File: src/design/sac_ram.sv
// ----------------------------------------------------------------------------
// sac_ram
// Generic simple dual-port RAM with one write port and a registered read.
// ----------------------------------------------------------------------------
`default_nettype none
module sac_ram #(
  parameter int unsigned Width = 8,
  parameter int unsigned Depth = 16
) (
  input  wire logic                     clk_i,
  input  wire logic                     we_i,
  input  wire logic [$clog2(Depth)-1:0] waddr_i,
  input  wire logic [Width-1:0]         wdata_i,
  input  wire logic [$clog2(Depth)-1:0] raddr_i,
  output      logic [Width-1:0]         rdata_o
);

  logic [Width-1:0] mem_q [Depth];

  // Write port and registered read port.
  always_ff @(posedge clk_i) begin
    if (we_i) begin
      mem_q[waddr_i] <= wdata_i;
    end
    rdata_o <= mem_q[raddr_i];
  end

endmodule
`default_nettype wire

File: config.mk
export PLATFORM = sky130hd
export DESIGN_NAME = sac_ram
export DESIGN_NICKNAME = d
export VERILOG_FILES = /design/src/design/sac_ram.sv
export SDC_FILE = /design/constraint.sdc
export NUM_CORES = 1
export LEC_CHECK = 0
export ABC_CLOCK_PERIOD_IN_PS = 2050
export BUFFER_PORTS_ARGS = -buffer_cell sky130_fd_sc_hd__buf_4
export CAP_MARGIN = 20
export CORE_MARGIN = 3
export CORE_UTILIZATION = 40
export DETAILED_ROUTE_END_ITERATION = 8
export GPL_ROUTABILITY_DRIVEN = 1
export PLACE_DENSITY_LB_ADDON = 0.1
export SYNTH_ARGS = -nofsm -noshare
export SYNTH_HDL_FRONTEND = slang
export SYNTH_SLANG_ARGS = --single-unit
File: constraint.sdc
create_clock -name clk_i -period 2.05 [get_ports clk_i]
set_clock_uncertainty 0.2 [all_clocks]
set_input_delay 0 -clock clk_i [delete_from_list [all_inputs] [get_ports clk_i]]
set_output_delay 0 -clock clk_i [all_outputs]
set_load 0.1 [all_outputs]
# After elaboration in Yosys (flattened, before gate mapping)
# Memories as Yosys holds them, arrays and structs flattened. A register that Yosys moved wholly into a read port is not among the register bits.
# Index checks and enable logic that the tools add are counted.
# classes
add_sub_neg,0
n_mul,0
div_mod_pow,0
magnitude_cmp,0
n_eq_ne,0
shift,0
mux,2
bitwise_logic,0
reduce_logical,0
# op_table
op,n
$mux W1,2
# word_totals
ff_bits,0
latchBits,0
mem_bits_rw,128
romBits,0
input_bits,18
elab_cells,3
mem_count,1
# memory_table
name,depth,word_bits,rd,rd_clocked_by_memory_dff,write_ports,line_no,source
mem_q,16,8,1,1,1,18,logic [Width-1:0] mem_q [Depth];

# Depth between registers and ports, before layout
# Gate-level depths: netlist of run 1.
# logic_depth
depth_word,2
depth_mapped,5

# Worst setup path after synthesis of run 1
# No wires, ideal clock.
# synth_timing
path_kind,in2reg
startpoint,input waddr_i[2]
endpoint,memory mem_q[0][0] (enable)
setup_time_ns,0.383
t_arrival_ns,1.110
slack_ns,0.357
stages,2
n_path_buf,0
path_cell_list,or3b_2 -> nor3_1
# synth_lines
item,line_no,source
start: declaration,12,"input wire logic [$clog2(Depth)-1:0] waddr_i,"
end: declaration,18,
# No word-level cell before the write port.

==> results of run 1 <==
[sequential cells by signal, summed over array words and instances (netlist names)]
signal	cells
mem_q	128
rdata_o	8
[synth_stat cells, types with 3 or more instances]
library cell,count,area (um2)
edfxtp_1,128,3840
mux4_2,18,405
a22oi_1,16,120
mux4_1,14,368
nor2_1,13,48.8
nand2_1,9,33.8
dfxtp_1,8,160
nor3_1,4,20.0
buf_2,3,15.0
buf_6,3,33.8
clkdlybuf4s25_2,3,30.0
[through the flow]
step | util, % | cells | worst slack, ns | area [um2]
after global placement | 45.6 | 431 | 0.311 | 5610
final | 51.8 | 481 | 0.114 | 6380
after CTS | 51.8 | 481 | 0.0809 | 6380
after detailed placement | 45.6 | 431 | 0.294 | 5610
after global routing | 51.8 | 481 | 0.0309 | 6380
after floorplan | - | 229 | 0.357 | 5150
[worst max-delay path, stage by stage]
cell and delay (ns):
dlygate4sd3_1 0.54, buf_4 0.16, nor2_1 0.47, dlygate4sd3_1 0.74
a22oi_1 0.12, nand2_1 0.08
[cell type report]
class                   count  area (um2)
clock buffers              21         460
clock inverters            11         128
fillers                  1005        5930
multi-input cells          83        1060
flip-flops and latches    136        4000
well taps                 168         210
repair buffers             62         523
[power groups by stage]
stage / Combinational [mW] / Sequential (mW) / Clock (mW)
floorplan: 0.158 / 3.32 / 0
global placement: 0.438 / 3.18 / 0
detailed placement: 0.440 / 3.18 / 0
CTS: 0.468 / 3.13 / 3.04
global route: 0.491 / 3.13 / 3.16
finish: 0.460 / 3.13 / 2.98
[layout by cell type, fill, tap and decap left out, types with 3 or more instances in the layout]
cell             n
a22oi_1         16
mux4_1          14
clkbuf_16       17
nor2_1          13
edfxtp_1       128
dlygate4sd3_1   18
nor3_1           4
nand2_1          9
clkinv_2         6
dfxtp_1          8
bufinv_16        3
mux4_2          18
buf_4           43
[final timing paths]
kind,endpoint,startpoint,cells after the start
hold / removal,mem_q[3][0],waddr_i[2],4
hold reg to reg,rdata_o[1],mem_q[12][1],3
setup / recovery,rdata_o[2],raddr_i[2],6
setup reg to reg,rdata_o[1],mem_q[4][1],3
[routing by layer]
layer  GRT usage [%]  share of wire [%]  vias to the layer above
met2            22.7                 49                       52
met4            7.09                1.7                        0
met5               0                  0                        -
met1            19.6                 45                     1250
li1                -                  -                     1116
met3            4.27                4.4                       13
[kinds of logic after synthesis]
family / after synthesis
flip-flops: 136
multiplexers: 32
AND/OR/NAND/NOR: 35
AO/OA/AOI/OAI: 16
buffers and inverters: 10
==> impl_summary.log, run 1 <==
INFO  metric status = completed
INFO  metric ir_worst_vdd = 0.000658 V
INFO  metric io_buffers = 25
INFO  metric area_delta_synth_final = 24.0%
INFO  metric globalRouteTotalUtil = 14.8%
INFO  metric setup-violations-final = 0
INFO  metric setup_tns = 0 ns
INFO  metric insertion_delay = 0.41 ns
INFO  metric drv_cap = 0
INFO  metric grt_setup_unrepaired = no
INFO  metric post_cts_resized = 0
INFO  metric die_area = 0.0143 mm2
INFO  metric ctsLongestPathBuffers = 2
INFO  metric number_of_antenna_violations_at_the_first_check_in_global_routing = 0
INFO  metric synthXorXnorAreaFrac = 0%
INFO  metric fp.dieW = 119 um
INFO  metric design.final.nets = 318
INFO  metric placeableCoreArea = 0.0123 mm2
INFO  metric swShare = 20.4%
INFO  metric pwr-share-comb = 7.0%
INFO  metric routed-via-count = 2431
INFO  metric power_report.internal_total = 5.23 mW
INFO  metric drive_gt1_share = 29.1%
INFO  metric inserted_clock_buffers = 17
INFO  metric synth_simple_gate_area_share = 3.18%
INFO  metric number_of_warnings_reported_in_the_yosys_synthesis_log = 0
INFO  metric antennaDiodeCount = 0
INFO  metric maxSlewHeadroom = 61.0%
INFO  metric netlist-cell-type-count = 19
INFO  metric main_flop_type_after_synthesis = edfxtp_1
INFO  metric wl = 9.65 mm
INFO  metric share_of_the_clock_period_used_by_the_worst_path_after_layout = 94.4%
INFO  metric finalPower = 6.57 mW
INFO  metric die-height = 119 um
INFO  metric grt_first_pass_wirelength = 14.9 mm
INFO  metric gp_congestion = 0.714
INFO  metric first_pass_iters = 4
INFO  metric async_reset_ff_share = 0%
INFO  metric route.detailed.vias_per_inst = 5.05
INFO  metric seq_power_share = 47.6%
INFO  metric adder_cell_share_of_the_synthesized_area = 0%
INFO  metric power.leakage = 2.19 nW
INFO  metric antenna_violating_nets_post_route = 0
INFO  metric period_minus_slack = 1.94 ns
INFO  metric timing.critical_path.arrival = 2.09 ns
INFO  metric holdWs = 0.0308 ns
INFO  metric synth_cells = 229
INFO  metric cts_root_buffer = clkbuf_16
INFO  metric dp_hpwl = 6.18 mm
INFO  metric main_combinational_cell_family_by_area_after_synthesis = multiplexers
INFO  metric timing.hold.worst.class = in2reg
INFO  metric required = 2.20 ns
INFO  metric io_pins = 26
INFO  metric postCtsSetupRepairBufs = 0
INFO  metric grt_pass1_vias = 2523
INFO  metric overflow = 0
INFO  metric wire_per_inst = 20.1 um
INFO  metric clkTransAtPathRegs = 0.05 ns
INFO  metric crit_type = in2reg
INFO  metric synth_sequential_area_ratio = 77.8%
INFO  metric yosys-mux-area-fraction = 15.0%
INFO  metric postCtsHoldBufs = 18
INFO  metric fp-row-count = 40
INFO  metric report.final.hold_viol_count = 0
INFO  metric cts.sinks = 136
INFO  metric htree_num_levels = 4
INFO  metric max_freq = 517 MHz
INFO  metric grt_max_degree = 33
INFO  metric drc = 0
INFO  metric initial_utilization = 41.8%
INFO  metric synth_area = 0.00515 mm2
INFO  metric timing.critical_path.fanout_max = 7
INFO  metric synth-edff-count = 128
INFO  metric drv_slew = 0
INFO  metric worst_setup_path_end_kind = register
INFO  metric drt_iter0_drc = 152
INFO  metric cts_tree = done
INFO  metric post_synth.cell_area_avg = 22.5 um2
INFO  metric synth_compound_area_share = 2.33%
INFO  metric p_clk_share = 45.4%
INFO  metric worst-slew-pin-transition = 0.583 ns
INFO  metric yosys_register_bits = 136
INFO  metric power_density = 1030 mW/mm2
INFO  metric power_switching = 1.34 mW
INFO  metric syn-num-nets = 247
INFO  metric r2r_setup_slack = 0.48 ns
INFO  metric setup.worst_path.start_class = input pin
Note: power is estimated with default switching activity, not from simulation.
==> inputs of run 2 (changes only) <==
--- a/config.mk
+++ b/config.mk
@@ -5,6 +5,7 @@
 export SDC_FILE = /design/constraint.sdc
 export NUM_CORES = 1
 export LEC_CHECK = 0
+export ABC_AREA = 1
 export ABC_CLOCK_PERIOD_IN_PS = 2050
 export BUFFER_PORTS_ARGS = -buffer_cell sky130_fd_sc_hd__buf_4
 export CAP_MARGIN = 20
==> run 2 against run 1 <==
Net effect:
- power increased by 1.1%
- register-to-register slack got worse by 0.12 ns
- global-route usage increased by 3.2 points
- critical endpoint is now rdata_o[6]
- largest power group unchanged
- non-clock buffer count increased by 1
- combinational power increased by 22%
- die area increased by 11%
- synthesized cell count increased by 140%
- wire length increased by 42%
- first-iteration DRC count increased by 130%
==> impl_summary.log, run 2 <==
INFO  metric setup_tns = 0 ns (unchanged)
INFO  metric setup-violations-final = 0 (unchanged)
INFO  metric cts_root_buffer = clkbuf_16
INFO  metric ctsLongestPathBuffers = 2 (unchanged)
INFO  metric main_flop_type_after_synthesis = edfxtp_1
INFO  metric critical_path.reg2reg.startpoint = mem_q[11][5]
INFO  metric initial_utilization = 41.2% (-0.58 points)
INFO  metric clkTransAtPathRegs = 0.05 ns (about the same)
INFO  metric antennaDiodeCount = 0 (unchanged)
INFO  metric globalRouteTotalUtil = 18.0% (+3.2 points)
INFO  metric synthTopCellsByArea = edfxtp_1, nand2_1, nand3_1
INFO  metric placement.setup.worst_slack = 0.686 ns (+0.392 ns)
INFO  metric worst-slew-pin-transition = 0.578 ns (-0.00493 ns)
INFO  metric max_reg_flops = 128 (unchanged)
INFO  metric inserted_clock_buffers = 17 (unchanged)
INFO  metric wire_per_inst = 17.1 um (-15%)
INFO  metric maxSlewHeadroom = 61.4% (+0.42 points)
INFO  metric placeableCoreArea = 0.0140 mm2 (+14%)
INFO  metric wl = 13.7 mm (+42%)
INFO  metric grt_first_pass_wirelength = 21.1 mm (+42%)
INFO  metric report.final.hold_viol_count = 0 (unchanged)
INFO  metric crit_type = in2reg
INFO  metric insertion_delay = 0.42 ns (about the same)
INFO  metric status = completed
INFO  metric die-height = 126 um (+5.6%)
INFO  metric first_pass_iters = 5 (+1)
INFO  metric post-synth-top-area-fraction = 66.7% (-8.0 points)
INFO  metric syn-num-nets = 569 (+130%)
INFO  metric synth_cells = 551 (+140%)
INFO  metric io_buffers = 25 (unchanged)
INFO  metric htree_num_levels = 4 (unchanged)
INFO  metric worst_setup_path_end_kind = register
INFO  metric post_synth.cell_area_avg = 10.5 um2 (-53%)
INFO  metric design.final.nets = 627 (+97%)
INFO  metric critPathLaunch = raddr_i[0]
INFO  metric ir_worst_vdd = 0.000503 V (-24%)
INFO  metric io_pins = 26 (unchanged)
INFO  metric yosys_register_bits = 136 (unchanged)
INFO  metric synth_sequential_area_ratio = 69.4% (-8.4 points)
INFO  metric drv_cap = 0 (unchanged)
INFO  metric fp.dieW = 126 um (+5.6%)
INFO  metric top_register = mem_q
INFO  metric grt_setup_unrepaired = no
INFO  metric setup.worst_path.start_class = input pin
INFO  metric fp-row-count = 43 (+7.5%)
INFO  metric number_of_warnings_reported_in_the_yosys_synthesis_log = 0 (unchanged)
INFO  metric netlist-cell-type-count = 12 (-7)
INFO  metric final_common_cell = nand2_1
INFO  metric share_of_the_clock_period_used_by_the_worst_path_after_layout = 94.8% (+0.36 points)
INFO  metric timing.hold.worst.class = in2reg
INFO  metric grt_max_degree = 49 (+48%)
INFO  metric drt_iter0_drc = 355 (+130%)
INFO  metric drv_slew = 0 (unchanged)
INFO  metric post-route-worst-setup-slack = 0.107 ns (-0.00732 ns)
INFO  metric power_density = 953 mW/mm2 (-7.4%)
INFO  metric highest_count_cells_in_the_layout_ignoring_fill_and_taps = nand2_1, edfxtp_1, inv_1, nand3_1, buf_4
INFO  metric period_minus_slack = 1.94 ns (+0.00732 ns)
INFO  metric async_reset_ff_share = 0% (unchanged)
INFO  metric area_delta_synth_final = 20.8%
INFO  metric gp_congestion = 0.805 (+13%)
INFO  metric most_frequent_cell_after_synthesis = nand2_1
INFO  metric timing.critical_path.fanout_max = 23 (+16)
INFO  metric routed-via-count = 3816 (+57%)
INFO  metric reg_top3 = mem_q: 128 flops, rdata_o: 8 flops
INFO  metric max_freq = 515 MHz (-0.38%)
INFO  metric synth-edff-count = 128 (unchanged)
INFO  metric number_of_antenna_violations_at_the_first_check_in_global_routing = 0 (unchanged)
INFO  metric drive_gt1_share = 11.7% (-17 points)
INFO  metric synth_area_leader_cell = edfxtp_1
INFO  metric timing.critical_path.arrival = 2.05 ns (-0.04 ns)
INFO  metric synth_area = 0.00577 mm2 (+12%)
INFO  metric die_area = 0.0159 mm2 (+11%)
INFO  metric dp_hpwl = 8.33 mm (+35%)
INFO  metric postCtsSetupRepairBufs = 0 (unchanged)
INFO  metric drc = 0 (unchanged)
INFO  metric cts_tree = done
INFO  metric antenna_violating_nets_post_route = 0 (unchanged)
INFO  metric cts.sinks = 136 (unchanged)
INFO  metric route.detailed.vias_per_inst = 4.76 (-5.9%)
INFO  metric overflow = 0 (unchanged)
INFO  metric grt_pass1_vias = 3637 (+44%)
INFO  metric power.leakage = 3.02 nW (+38%)
INFO  metric min_from = waddr_i[3]
INFO  metric required = 2.16 ns (-0.04 ns)
INFO  metric synth_top_cells_by_count = nand2_1, edfxtp_1, inv_1
-- run 2: worst max-delay path, cell delays in order --
cell	delay (ns)
dlygate4sd3_1	0.55
buf_6	0.17
inv_2	0.14
buf_6	0.22
nand2_1	0.07
nand3_1	0.07
nand3_1	0.09
dlygate4sd3_1	0.58
nand3_1	0.08
nand2_1	0.05
-- run 2: worst paths after layout --
| path | endpoint | slack [ns] | cells past startpoint |
|---|---|---|---|
| max | rdata_o[6] | 0.11 | 10 |
| min reg2reg | rdata_o[5] | 0.49 | 6 |
| min | mem_q[2][2] | 0.04 | 5 |
| max reg2reg | rdata_o[5] | 0.36 | 7 |
-- run 2: cell type report --
| cell class | instances | area (um2) |
|---|---|---|
| Timing Repair Buffer | 63 | 573 |
| Fill cell | 1258 | 7020 |
| Clock buffer | 20 | 437 |
| Multi-Input combinational cell | 289 | 1210 |
| Sequential cell | 136 | 4000 |
| Inverter | 102 | 383 |
| Clock inverter | 12 | 133 |
| Tap cell | 180 | 225 |
-- run 2: cell families (layout without fill, tap and decap cells) --
logic type,after synthesis,count (layout),share of synthesized area [%]
buf+inv,126,197,9.52
flops,136,136,69.4
simple gates,289,289,21.0
-- run 2: repair_timing --
| item | in CTS | in global routing |
|---|---|---|
| setup endpoints to repair | 0 | 2 |
| hold endpoints to repair | 160 | 0 |
| gates resized for setup | 0 | 3 |
| hold buffers | 17 | 0 |
-- run 2: report_power, final --
group / internal (mW) / total (mW) / switching (mW)
Sequential: 3.11 / 3.13 / 0.0216
Clock: 1.88 / 2.95 / 1.06
Combinational: 0.161 / 0.563 / 0.402
-- run 2: metrics by stage --
step / cell area, um2 / hold slack, ns / power [mW] / util [%] / instances
6_report: 6970 / 0.0354 / 6.64 / 49.8 / 802
5_1_grt: 6970 / 0.0473 / 6.87 / 49.8 / 802
4_1_cts: 6930 / 0.0174 / 6.68 / 49.5 / 801
3_5_place_dp: 6190 / 0.167 / 3.72 / 44.2 / 752
3_3_place_gp: 6190 / 0.146 / 3.72 / 44.2 / 752
2_1_floorplan: 5770 / -0.101 / 3.53 / - / 551
-- run 2: metal layers --
metal	vias to the layer above	share of wire [%]	wire length [um]	GRT usage (%)
li1	1887	-	-	-
met1	1813	49	6670	25.9
met2	98	46	6290	26.9
met3	18	4.4	598	4.75
met4	0	1.2	158	5.43
met5	-	0	0	0
